[config.mk]
export PLATFORM = sky130hd
export DESIGN_NAME = array_list_engine_top_flat
export DESIGN_NICKNAME = d
export VERILOG_FILES = /design/src/rtl/alist_pkg.sv /design/src/rtl/alist_req_if.sv /design/src/rtl/alist_rsp_if.sv /design/src/rtl/array_list_engine_top.sv /design/src/rtl/alist_ram.sv /design/src/rtl/alist_ctrl.sv /design/src/rtl/alist_dp.sv /design/src/flat_wrapper.sv
export SDC_FILE = /design/constraint.sdc
export NUM_CORES = 1
export LEC_CHECK = 0
export BUFFER_PORTS_ARGS = -buffer_cell sky130_fd_sc_hd__buf_2
export CAP_MARGIN = 20
export CORE_UTILIZATION = 39
export CTS_CLUSTER_DIAMETER = 40
export DETAILED_ROUTE_END_ITERATION = 8
export HOLD_SLACK_MARGIN = 0.15
export PLACE_DENSITY = 0.57
export SKIP_CTS_REPAIR_TIMING = 1
export SYNTH_ARGS = -nofsm -noshare
export SYNTH_HDL_FRONTEND = slang
export SYNTH_SLANG_ARGS = --single-unit
[constraint.sdc]
create_clock -name clk_i -period 6.5 [get_ports clk_i]
set_input_delay 0.975 -clock clk_i [delete_from_list [all_inputs] [get_ports clk_i]]
set_output_delay 0.975 -clock clk_i [all_outputs]
set_load 0.05 [all_outputs]
[src/rtl/alist_pkg.sv]
// Package for the array list engine: transaction payloads, operation and status codes,
// and the command and status structs between controller and datapath.
// No dependencies.
package alist_pkg;

  typedef enum logic [1:0] {
    OP_FIND   = 2'd0,
    OP_INSERT = 2'd1,
    OP_DELETE = 2'd2,
    OP_NOP    = 2'd3
  } op_e;

  typedef enum logic [1:0] {
    ST_OK       = 2'd0,
    ST_FULL     = 2'd1,
    ST_BADPOS   = 2'd2,
    ST_NOTFOUND = 2'd3
  } status_e;

  typedef enum logic [1:0] {
    IDX_ZERO  = 2'd0,
    IDX_COUNT = 2'd1,
    IDX_POS   = 2'd2
  } idx_init_e;

  typedef enum logic [1:0] {
    RA_IDX = 2'd0,
    RA_DEC = 2'd1,
    RA_INC = 2'd2
  } rd_sel_e;

  typedef struct packed {
    logic [1:0]        op;
    logic signed [31:0] item_value;
    logic [4:0]        position;
  } req_t;

  typedef struct packed {
    logic [1:0] status;
    logic [3:0] found_index;
    logic [4:0] length;
  } rsp_t;

  typedef struct packed {
    logic      req_load;
    logic      idx_load;
    idx_init_e idx_init;
    logic      idx_inc;
    logic      idx_dec;
    logic      rd_en;
    rd_sel_e   rd_sel;
    logic      wr_en;
    logic      wr_val;
    logic      cnt_inc;
    logic      cnt_dec;
    logic      res_load;
    status_e   res_status;
    logic      res_found;
  } cmd_t;

  typedef struct packed {
    op_e  op;
    logic cnt_zero;
    logic full;
    logic pos_zero;
    logic ins_pos_ok;
    logic del_pos_ok;
    logic idx_next_eq_cnt;
    logic idx_eq_pos_m1;
    logic match;
  } sts_t;

endpackage

[src/rtl/alist_req_if.sv]
// Request channel of the array list engine: valid, ready and the request payload.
// Depends on alist_pkg.
interface alist_req_if;
  logic             valid;
  logic             ready;
  alist_pkg::req_t  req;

  modport source (output valid, output req, input ready);
  modport sink (input valid, input req, output ready);
endinterface

[src/rtl/alist_rsp_if.sv]
// Response channel of the array list engine: valid, ready and the response payload.
// Depends on alist_pkg.
interface alist_rsp_if;
  logic             valid;
  logic             ready;
  alist_pkg::rsp_t  rsp;

  modport source (output valid, output rsp, input ready);
  modport sink (input valid, input rsp, output ready);
endinterface

[src/rtl/array_list_engine_top.sv]
// Top level of the array list engine: ordered list of signed 32-bit values with find,
// insert and delete. Depends on alist_pkg, alist_req_if, alist_rsp_if, alist_ctrl, alist_dp.
//
//   channel   dir  modport  payload
//   in_i      in   sink     op, item_value, position
//   out_o     out  source   status, found_index, length
//
// One request is in flight at a time; in_i.ready is high only while the controller is idle.
// Find reads the entries in turn from the first; insert moves entries up one place from the
// end down to the position and writes the value there; delete moves entries down one place
// from the position on; a refused or unused op goes straight to the response.
// Reset clears the entry count; the entry RAM is not cleared. A stalled response holds
// in its register while the next request is accepted and processed.
module array_list_engine_top #(
  parameter int CAPACITY = 16
) (
  input  logic        clk_i,
  input  logic        rst_ni,
  alist_req_if.sink   in_i,
  alist_rsp_if.source out_o
);
  import alist_pkg::*;

  cmd_t cmd;
  sts_t sts;

  alist_ctrl u_ctrl (
    .clk_i      (clk_i),
    .rst_ni     (rst_ni),
    .in_valid_i (in_i.valid),
    .in_ready_o (in_i.ready),
    .out_valid_o(out_o.valid),
    .out_ready_i(out_o.ready),
    .sts_i      (sts),
    .cmd_o      (cmd)
  );

  alist_dp #(
    .CAPACITY(CAPACITY)
  ) u_dp (
    .clk_i (clk_i),
    .rst_ni(rst_ni),
    .req_i (in_i.req),
    .cmd_i (cmd),
    .sts_o (sts),
    .rsp_o (out_o.rsp)
  );

`ifndef SYNTHESIS
  a_one_in_flight: assert property (@(posedge clk_i) disable iff (!rst_ni)
    in_i.valid && in_i.ready |=> !in_i.ready)
    else $error("Request accepted while another is in flight.");

  a_found_only_ok: assert property (@(posedge clk_i) disable iff (!rst_ni)
    out_o.valid && (out_o.rsp.status != ST_OK) |-> (out_o.rsp.found_index == 4'd0))
    else $error("Nonzero found index on a failed request.");

  a_full_length: assert property (@(posedge clk_i) disable iff (!rst_ni)
    out_o.valid && (out_o.rsp.status == ST_FULL) |-> (out_o.rsp.length == 5'(CAPACITY)))
    else $error("List full reported below capacity.");
`endif

endmodule

[src/rtl/alist_ram.sv]
// Generic single-write, single-read RAM with registered read data.
// No dependencies.
module alist_ram #(
  parameter int WIDTH = 32,
  parameter int DEPTH = 16
) (
  input  logic                                        clk_i,
  input  logic                                        we_i,
  input  logic [((DEPTH > 1) ? $clog2(DEPTH) : 1)-1:0] waddr_i,
  input  logic [WIDTH-1:0]                            wdata_i,
  input  logic                                        re_i,
  input  logic [((DEPTH > 1) ? $clog2(DEPTH) : 1)-1:0] raddr_i,
  output logic [WIDTH-1:0]                            rdata_o
);

  logic [WIDTH-1:0] mem_q [DEPTH];
  logic [WIDTH-1:0] rdata_q;

  always_ff @(posedge clk_i) begin
    if (we_i) begin
      mem_q[waddr_i] <= wdata_i;
    end
    if (re_i) begin
      rdata_q <= mem_q[raddr_i];
    end
  end

  assign rdata_o = rdata_q;

endmodule

[src/rtl/alist_ctrl.sv]
// Controller of the array list engine: sequences find, insert and delete over the
// datapath and owns both handshakes. Depends on alist_pkg.
module alist_ctrl (
  input  logic            clk_i,
  input  logic            rst_ni,
  input  logic            in_valid_i,
  output logic            in_ready_o,
  output logic            out_valid_o,
  input  logic            out_ready_i,
  input  alist_pkg::sts_t sts_i,
  output alist_pkg::cmd_t cmd_o
);
  import alist_pkg::*;

  typedef enum logic [3:0] {
    S_IDLE,
    S_DISPATCH,
    S_FIND_RD,
    S_FIND_CHK,
    S_INS_CHK,
    S_INS_RD,
    S_INS_WR,
    S_DEL_CHK,
    S_DEL_RD,
    S_DEL_WR,
    S_FINISH
  } state_e;

  state_e  state_q, state_d;
  status_e status_q, status_d;
  logic    found_q, found_d;
  logic    out_valid_q, out_valid_d;

  always_comb begin
    cmd_o       = '0;
    state_d     = state_q;
    status_d    = status_q;
    found_d     = found_q;
    out_valid_d = out_valid_q;
    if (out_valid_q && out_ready_i) begin
      out_valid_d = 1'b0;
    end
    unique case (state_q)
      S_IDLE: begin
        if (in_valid_i) begin
          cmd_o.req_load = 1'b1;
          state_d        = S_DISPATCH;
        end
      end
      S_DISPATCH: begin
        status_d = ST_OK;
        found_d  = 1'b0;
        unique case (sts_i.op)
          OP_FIND: begin
            if (sts_i.cnt_zero) begin
              status_d = ST_NOTFOUND;
              state_d  = S_FINISH;
            end else begin
              cmd_o.idx_load = 1'b1;
              cmd_o.idx_init = IDX_ZERO;
              state_d        = S_FIND_RD;
            end
          end
          OP_INSERT: begin
            if (sts_i.full) begin
              status_d = ST_FULL;
              state_d  = S_FINISH;
            end else if (sts_i.pos_zero || !sts_i.ins_pos_ok) begin
              status_d = ST_BADPOS;
              state_d  = S_FINISH;
            end else begin
              cmd_o.idx_load = 1'b1;
              cmd_o.idx_init = IDX_COUNT;
              state_d        = S_INS_CHK;
            end
          end
          OP_DELETE: begin
            if (sts_i.pos_zero || !sts_i.del_pos_ok) begin
              status_d = ST_BADPOS;
              state_d  = S_FINISH;
            end else begin
              cmd_o.idx_load = 1'b1;
              cmd_o.idx_init = IDX_POS;
              state_d        = S_DEL_CHK;
            end
          end
          default: begin
            state_d = S_FINISH;
          end
        endcase
      end
      S_FIND_RD: begin
        cmd_o.rd_en  = 1'b1;
        cmd_o.rd_sel = RA_IDX;
        state_d      = S_FIND_CHK;
      end
      S_FIND_CHK: begin
        if (sts_i.match) begin
          found_d = 1'b1;
          state_d = S_FINISH;
        end else if (sts_i.idx_next_eq_cnt) begin
          status_d = ST_NOTFOUND;
          state_d  = S_FINISH;
        end else begin
          cmd_o.idx_inc = 1'b1;
          state_d       = S_FIND_RD;
        end
      end
      S_INS_CHK: begin
        if (sts_i.idx_eq_pos_m1) begin
          cmd_o.wr_en   = 1'b1;
          cmd_o.wr_val  = 1'b1;
          cmd_o.cnt_inc = 1'b1;
          state_d       = S_FINISH;
        end else begin
          state_d = S_INS_RD;
        end
      end
      S_INS_RD: begin
        cmd_o.rd_en  = 1'b1;
        cmd_o.rd_sel = RA_DEC;
        state_d      = S_INS_WR;
      end
      S_INS_WR: begin
        cmd_o.wr_en   = 1'b1;
        cmd_o.idx_dec = 1'b1;
        state_d       = S_INS_CHK;
      end
      S_DEL_CHK: begin
        if (sts_i.idx_next_eq_cnt) begin
          cmd_o.cnt_dec = 1'b1;
          state_d       = S_FINISH;
        end else begin
          state_d = S_DEL_RD;
        end
      end
      S_DEL_RD: begin
        cmd_o.rd_en  = 1'b1;
        cmd_o.rd_sel = RA_INC;
        state_d      = S_DEL_WR;
      end
      S_DEL_WR: begin
        cmd_o.wr_en   = 1'b1;
        cmd_o.idx_inc = 1'b1;
        state_d       = S_DEL_CHK;
      end
      S_FINISH: begin
        if (!out_valid_q || out_ready_i) begin
          cmd_o.res_load   = 1'b1;
          cmd_o.res_status = status_q;
          cmd_o.res_found  = found_q;
          out_valid_d      = 1'b1;
          state_d          = S_IDLE;
        end
      end
      default: begin
        state_d = S_IDLE;
      end
    endcase
  end

  always_ff @(posedge clk_i or negedge rst_ni) begin
    if (!rst_ni) begin
      state_q     <= S_IDLE;
      status_q    <= ST_OK;
      found_q     <= 1'b0;
      out_valid_q <= 1'b0;
    end else begin
      state_q     <= state_d;
      status_q    <= status_d;
      found_q     <= found_d;
      out_valid_q <= out_valid_d;
    end
  end

  assign in_ready_o  = (state_q == S_IDLE);
  assign out_valid_o = out_valid_q;

endmodule

[src/rtl/alist_dp.sv]
// Datapath of the array list engine: request register, entry count, index counter,
// entry RAM and response register. Depends on alist_pkg and alist_ram.
module alist_dp #(
  parameter int CAPACITY = 16
) (
  input  logic            clk_i,
  input  logic            rst_ni,
  input  alist_pkg::req_t req_i,
  input  alist_pkg::cmd_t cmd_i,
  output alist_pkg::sts_t sts_o,
  output alist_pkg::rsp_t rsp_o
);
  import alist_pkg::*;

  localparam int CW = $clog2(CAPACITY + 1);
  localparam int AW = (CAPACITY > 1) ? $clog2(CAPACITY) : 1;
  localparam int EW = ((CW > 5) ? CW : 5) + 1;

  op_e               op_q;
  logic signed [31:0] val_q;
  logic [4:0]        pos_q;
  logic [CW-1:0]     cnt_q;
  logic [CW-1:0]     idx_q;
  rsp_t              rsp_q;

  logic [EW-1:0] idx_ext, pos_ext, cnt_ext, pos_m1;
  logic [CW-1:0] idx_m1, idx_p1;
  logic [AW-1:0] raddr;
  logic [31:0]   rdata, wdata;

  assign idx_ext = EW'(idx_q);
  assign pos_ext = EW'(pos_q);
  assign cnt_ext = EW'(cnt_q);
  assign pos_m1  = pos_ext - EW'(1);
  assign idx_m1  = idx_q - CW'(1);
  assign idx_p1  = idx_q + CW'(1);

  always_comb begin
    unique case (cmd_i.rd_sel)
      RA_DEC:  raddr = idx_m1[AW-1:0];
      RA_INC:  raddr = idx_p1[AW-1:0];
      default: raddr = idx_q[AW-1:0];
    endcase
  end

  assign wdata = cmd_i.wr_val ? val_q : rdata;

  alist_ram #(
    .WIDTH(32),
    .DEPTH(CAPACITY)
  ) u_ram (
    .clk_i  (clk_i),
    .we_i   (cmd_i.wr_en),
    .waddr_i(idx_q[AW-1:0]),
    .wdata_i(wdata),
    .re_i   (cmd_i.rd_en),
    .raddr_i(raddr),
    .rdata_o(rdata)
  );

  always_ff @(posedge clk_i or negedge rst_ni) begin
    if (!rst_ni) begin
      cnt_q <= '0;
    end else if (cmd_i.cnt_inc) begin
      cnt_q <= cnt_q + CW'(1);
    end else if (cmd_i.cnt_dec) begin
      cnt_q <= cnt_q - CW'(1);
    end
  end

  always_ff @(posedge clk_i) begin
    if (cmd_i.req_load) begin
      op_q  <= op_e'(req_i.op);
      val_q <= req_i.item_value;
      pos_q <= req_i.position;
    end
    if (cmd_i.idx_load) begin
      unique case (cmd_i.idx_init)
        IDX_COUNT: idx_q <= cnt_q;
        IDX_POS:   idx_q <= pos_m1[CW-1:0];
        default:   idx_q <= '0;
      endcase
    end else if (cmd_i.idx_inc) begin
      idx_q <= idx_p1;
    end else if (cmd_i.idx_dec) begin
      idx_q <= idx_m1;
    end
    if (cmd_i.res_load) begin
      rsp_q.status      <= cmd_i.res_status;
      rsp_q.found_index <= cmd_i.res_found ? idx_ext[3:0] : 4'd0;
      rsp_q.length      <= cnt_ext[4:0];
    end
  end

  assign sts_o.op              = op_q;
  assign sts_o.cnt_zero        = (cnt_q == '0);
  assign sts_o.full            = (cnt_q == CW'(CAPACITY));
  assign sts_o.pos_zero        = (pos_q == '0);
  assign sts_o.ins_pos_ok      = (pos_ext <= cnt_ext + EW'(1));
  assign sts_o.del_pos_ok      = (pos_ext <= cnt_ext);
  assign sts_o.idx_next_eq_cnt = ((idx_ext + EW'(1)) == cnt_ext);
  assign sts_o.idx_eq_pos_m1   = (idx_ext == pos_m1);
  assign sts_o.match           = (rdata == val_q);

  assign rsp_o = rsp_q;

endmodule
[src/flat_wrapper.sv]
// flat-port wrapper written by rule: the top's interface ports become plain ports
module array_list_engine_top_flat import alist_pkg::*;
#(
  parameter int CAPACITY = 16
)
  (clk_i, rst_ni, in_i_valid, in_i_req, in_i_ready, out_o_valid, out_o_rsp, out_o_ready);
  alist_req_if in_i_i ();
  alist_rsp_if out_o_i ();
  input  logic clk_i;
  input  logic rst_ni;
  input wire logic [$bits(in_i_i.valid)-1:0] in_i_valid;
  input wire logic [$bits(in_i_i.req)-1:0] in_i_req;
  output wire logic [$bits(in_i_i.ready)-1:0] in_i_ready;
  output wire logic [$bits(out_o_i.valid)-1:0] out_o_valid;
  output wire logic [$bits(out_o_i.rsp)-1:0] out_o_rsp;
  input wire logic [$bits(out_o_i.ready)-1:0] out_o_ready;
  assign in_i_i.valid = in_i_valid;
  assign in_i_i.req = in_i_req;
  assign in_i_ready = in_i_i.ready;
  assign out_o_valid = out_o_i.valid;
  assign out_o_rsp = out_o_i.rsp;
  assign out_o_i.ready = out_o_ready;
  array_list_engine_top #(.CAPACITY(CAPACITY)) u_core (.clk_i(clk_i), .rst_ni(rst_ni), .in_i(in_i_i), .out_o(out_o_i));
endmodule
# Word level (Yosys, flattened, before mapping)
# Memories as Yosys holds them, arrays and structs flattened. A register that Yosys moved wholly into a read port is not among the register bits.
# Index checks and enable logic that the tools add are counted.
[word_totals]
out_inout_bits = 13
ff_bits = 68
inputBits = 43
mem_count = 1
ram_bits = 512
[memory_table]
columns = ["memory", "depth", "width", "read_ports", "rd_ports_with_merged_regs", "wr", "line", "rtl"]
rows = [
  ["u_core.u_dp.u_ram.mem_q", 16, 32, 1, 1, 1, "alist_ram.sv:16", "logic [WIDTH-1:0] mem_q [DEPTH];"],
]
[op_classes]
n_reduce_logical = 19
addsub = 7
eq_ne = 25
magnitude_cmp = 2
n_mux = 55
[ops]
columns = ["operator", "count"]
rows = [
  ["two-way mux 4 bit", 11],
  ["case mux 4 bit (11 select lines)", 1],
  ["equality test 32 bit", 1],
  ["two-way mux 32 bit", 1],
  ["two-way mux 5 bit", 5],
  ["two-way mux 3 bit", 6],
  ["case mux 3 bit (3 select lines)", 2],
  ["equality test 4 x 3 -> 1 bit, second input constant", 4],
  ["two-way mux 2 bit", 8],
  ["two-way mux 1 bit", 13],
  ["adder 5 x 1 -> 6 bit, second input constant", 2],
  ["equality test 4 bit, second input constant", 3],
  ["case mux 4 bit (3 select lines)", 1],
  ["adder 5 x 1 -> 5 bit, second input constant", 2],
  ["zero test 5 bit", 2],
  ["case mux 5 bit (2 select lines)", 1],
  ["subtractor 5 x 1 -> 5 bit, second input constant", 2],
  ["equality test 4 x 2 -> 1 bit, second input constant", 2],
  ["case mux 4 bit (2 select lines)", 1],
  ["equality test 2 x 1 -> 1 bit, second input constant", 3],
  ["equality test 2 bit, second input constant", 3],
  ["equality test 5 x 6 -> 1 bit", 1],
  ["equality test 6 x 5 -> 1 bit", 1],
  ["<= comparator 5 x 6 -> 1 bit", 1],
  ["19 further kinds", 31],
]

# Depth between registers and ports, before layout
[depth]
depth_word = 11
mapped_depth = 16

# Cells and area by module
# Synthesis repeated with hierarchy kept, for this count alone.
[unflattened]
hier_cells = 1234
area_unflattened_um2 = 24588.6
[modules_own_cells]
columns = ["module", "cells_per_inst", "area_each_um2", "n_inst"]
rows = [
  ["alist_ram", 838, 20155.6, 1],
  ["alist_dp", 303, 3692.3, 1],
  ["alist_ctrl", 93, 740.7, 1],
]

# Worst setup path after synthesis
# OpenSTA, ideal clock, no wires.
[synth_path]
path_kind = "flip-flop to flip-flop"
startpoint = "register u_core.u_dp.pos_q[0]"
endpoint = "memory u_core.u_dp.u_ram.mem_q[1][0] (enable)"
required_time_ns = 6.039
path_buffers = 0
path_stages_with_launch = 10
t_arrival_ns = 4.154
path_slack_ns = 1.885
setup_ns = 0.461
cell_sequence = "edfxtp_1 inv_1 ha_1 nor3b_1 xor2_1 xnor2_1 a31oi_1 o31ai_1 nand2_1 nor3_1"
[synth_between]
elab_chain_len = 6
[synth_lines]
columns = ["element", "line", "rtl"]
rows = [
  ["start, declared", "alist_dp.sv:21", "logic [4:0] pos_q;"],
  ["start signal, assigned", "alist_dp.sv:75", "pos_q <= req_i.position;"],
  ["subtractor 5 x 1 -> 6 bit", "alist_dp.sv:34", "assign pos_m1 = pos_ext - EW'(1);"],
  ["equality test 5 x 6 -> 1 bit", "alist_dp.sv:102", "assign sts_o.idx_eq_pos_m1 = (idx_ext == pos_m1);"],
  ["two-way mux 3 bit", "alist_ctrl.sv:110", "if (sts_i.idx_eq_pos_m1) begin"],
  ["case mux 1 bit (2 select lines)", "alist_ctrl.sv:43", "unique case (state_q)"],
  ["two-way mux 1 bit", "alist_ram.sv:20", "if (we_i) begin"],
  ["two-way mux 1 bit (implied by the code)", "alist_ram.sv:21", "mem_q[waddr_i] <= wdata_i;"],
  ["end, declared", "alist_ram.sv:16", ""],
]
# No other way between the ends.

# Worst setup path in the final report
[layout_path]
startpoint = "register u_core.u_dp.pos_q[0]"
endpoint = "memory u_core.u_dp.u_ram.mem_q[4][4] (enable)"
# The elaborated chain is that of the path after synthesis.

==> metrics.txt <==
RSZ-0062 raised after global routing false; CTS Buffer Depth 3; NetSw 4690 uW; DRT Pass-1 Iters 5; max-cap viol count 0; Async SR Flop Fraction 0.0212; total global-route track usage 0.180; Setup violations, final 0; commonest non-fill, non-tap cell in the layout edfxtp_1; critical path data required time 6810 ps; CP arrival 4490 ps; Peak VDD IR 0.290 mV; antenna-violating nets left 0; # diodes 0; I/O pin count 56; min Tclk post-route 4180 ps; Int Power 9880 uW; status completed; clock latency on the worst-skew pair 640 ps; Synth cell types 65; Via density 5.44; Initial Utilization 0.397; area grow syn2layout 17.1%; drt total wl 58500 um; FILL cells 5272; largest family of logic cells by synthesized area multiplexers; Slew HR 0.269; initial drt markers 1241; final max-slew violation count 0; fin area 29500 sq um; layout cells sized above 1 0.289; switching share of power 0.322; Reg clk slew, reported paths 50 ps; FF-to-FF path depth 10; Die Area 65600 sq um; post-synthesis mux area share 0.144; number of global-route vias before repair 13133; Remaining DRCs 0; port bufs 55; crit-path max FO 19; Mean Syn Cell Area 19.7 sq um; Post-Route Setup TNS 0 ps; sequential share of the synthesized area 0.727; placer congestion estimate 0.814; row count 92; Comb power frac 0.295; FF-to-FF setup slack 2320 ps; CTS H-tree lvls 3; PD cells 494 nW/um^2; Clock Tree Root clkbuf_16; Post-Synth Simple-Gate Area 0.0335; Die W 256 um; placed inst area 26500 sq um; Final Cycle Share 0.643; HP Class in -> async; P_leak 0.00961 uW; Avg WL per Cell 25.3 um; r2r startpoint u_core.u_dp.pos_q[0]$_DFFE_PP_; Crit. End Element flip-flop; Num Clock Sinks 612; critical path class reg -> reg; Final Hold Viols 0; number of flops mapped to enable cells by yosys 599; share of power burned in the clock network 0.321; core area 63400 sq um; slowest CP cell nor2_4; Worst Skew 51.9 ps; crit-path cells inv_1 -> ha_1 -> nor3b_1 -> xor2_1 -> xnor2_1 -> a31oi_1 -> o31ai_1 -> nand2_1 -> nor2_4 -> buf_4; Reg-to-Reg End u_core.u_dp.u_ram.mem_q[4][4]$_DFFE_PP_; Synth Register Bits 612; Num CTS Buffers 87; antenna violations before repair 1; Worst Tran Pin Value 1090 ps; first-pass GRT wire length 86800 um; Synth Area in Adders 0.0142; Synth Area in XOR/XNOR 0.0191; Post-Synthesis Cells 1281; Syn. warnings 0; # nets final 1463; critical path startpoint category flip-flop; CP peak stage delay 820 ps; Setup WS post-layout 2320 ps; global route overflow 0; Net Count, Synth 1352; fmax 239 MHz; Die Ht 256 um; dominant synthesized flop cell edfxtp_1; register share of total power 0.384; Place WS 2320 ps; via count 12591; DP HPWL 31200 um; TritonCTS clock tree built; Compound-Gate Fraction of Synth Area 0.0413; largest net degree at the start of global routing 97; commonest cells after routing, fill and taps aside 599 x edfxtp_1, 125 x mux4_2, 87 x clkbuf_16; Mapped Area 25200 sq um
==> worst max-delay path by stage <==
| stage | cells after the start | slack, ps | startpoint | end |
|---|---|---|---|---|
| finish | 10 | 2320 | u_core.u_dp.pos_q[0]$_DFFE_PP_ | u_core.u_dp.u_ram.mem_q[4][4]$_DFFE_PP_ |
| CTS | 10 | 2340 | u_core.u_dp.pos_q[0]$_DFFE_PP_ | u_core.u_dp.u_ram.mem_q[9][16]$_DFFE_PP_ |
| detailed placement | 11 | 2320 | u_core.u_ctrl.state_q[2]$_DFFE_PN0P_ | u_core.u_dp.u_ram.rdata_o[30]$_DFFE_PP_ |
| global placement | 11 | 2380 | u_core.u_ctrl.state_q[2]$_DFFE_PN0P_ | u_core.u_dp.u_ram.rdata_o[30]$_DFFE_PP_ |
| floorplan | 9 | 1880 | u_core.u_dp.pos_q[0]$_DFFE_PP_ | u_core.u_dp.u_ram.mem_q[1][0]$_DFFE_PP_ |
| global route | 11 | 2140 | u_core.u_ctrl.state_q[2]$_DFFE_PN0P_ | u_core.u_dp.u_ram.rdata_o[30]$_DFFE_PP_ |
==> critical path: cells and delay by family (launching register included) <==
family          cells  cell delay (ps)
simple gates        3             1440
compound gates      2              680
flops               1              430
fa+ha+maj           1              210
xor+xnor            2              440
buf+inv             2              630
==> state kept, by name, indices dropped and copies added (netlist names), 4 cells and up <==
register                   cells
u_core.u_dp.u_ram.rdata_o     32
u_core.u_dp.idx_q              5
u_core.u_dp.u_ram.mem_q      512
u_core.u_dp.rsp_o             11
u_core.u_dp.cnt_q              5
u_core.u_dp.val_q             32
u_core.u_dp.pos_q              5
u_core.u_ctrl.state_q          4
==> per-stage QoR <==
step	utilization	hold slack [ps]	std cells	total power [uW]
3_3_place_gp	0.418	514	2148	9960
2_1_floorplan	-	420	1281	8860
4_1_cts	0.465	236	2312	14700
3_5_place_dp	0.418	540	2148	10000
5_1_grt	0.465	257	2313	15200
6_report	0.465	261	2313	14600
==> Yosys cell counts (5+ instances only) <==
master | count | area, sq um
nand2_1 | 21 | 78.8
a21oi_1 | 46 | 230
nor3_1 | 15 | 75.1
nand2b_1 | 5 | 31.3
nor2b_1 | 39 | 244
nand3_1 | 11 | 55.1
o21ai_0 | 11 | 55.1
xor2_1 | 37 | 324
ha_1 | 27 | 338
nand4_1 | 6 | 37.5
edfxtp_1 | 599 | 18000
nor4_1 | 9 | 56.3
xnor2_1 | 18 | 158
mux4_2 | 125 | 2820
a211oi_1 | 34 | 255
dfrtp_1 | 13 | 325
buf_6 | 7 | 78.8
o22ai_1 | 6 | 37.5
a22oi_1 | 5 | 37.5
and3_1 | 6 | 37.5
or3_1 | 5 | 31.3
clkbuf_1 | 14 | 52.6
nor2_1 | 26 | 97.6
mux2i_1 | 36 | 360
buf_2 | 23 | 115
inv_1 | 21 | 78.8
mux2_2 | 32 | 360
buf_4 | 10 | 75.1
==> cells by family (layout without fill, tap and decap cells) <==
| family | Yosys count | in the layout |
|---|---|---|
| DFF | 612 | 612 |
| muxes | 197 | 197 |
| and+or+nand+nor | 156 | 156 |
| AOI/OAI and AO/OA | 147 | 147 |
| buffers and inverters | 86 | 272 |
| xor gates and xnor gates | 55 | 55 |
| adders and majority gates | 28 | 28 |
==> area by class of cell <==
cell class | count | area (sq um) | share of cell area
flip-flops and latches | 612 | 18300 | 0.621
multi-input cells | 583 | 6520 | 0.221
clock buffers | 95 | 2210 | 0.0749
well taps | 846 | 1060 | 0.0359
clock inverters | 69 | 732 | 0.0248
repair buffers | 86 | 562 | 0.0191
inverters | 22 | 87.6 | 0.00297
==> metal layers <==
layer | wire length, um | track usage | vias up
li1 | - | - | 5524
met1 | 25800 | 0.250 | 6616
met2 | 28500 | 0.290 | 345
met3 | 2710 | 0.0309 | 106
met4 | 1420 | 0.0576 | 0
met5 | 0 | 0 | -
==> power groups by stage <==
stage	Combinational (uW)	Sequential, uW	Clock, uW
after floorplan	3330	5530	0
after global placement	4300	5660	0
after detailed placement	4350	5670	0
after CTS	4370	5600	4770
after global routing	4670	5640	4920
final	4300	5600	4680
(Power assumes the default switching activity.)
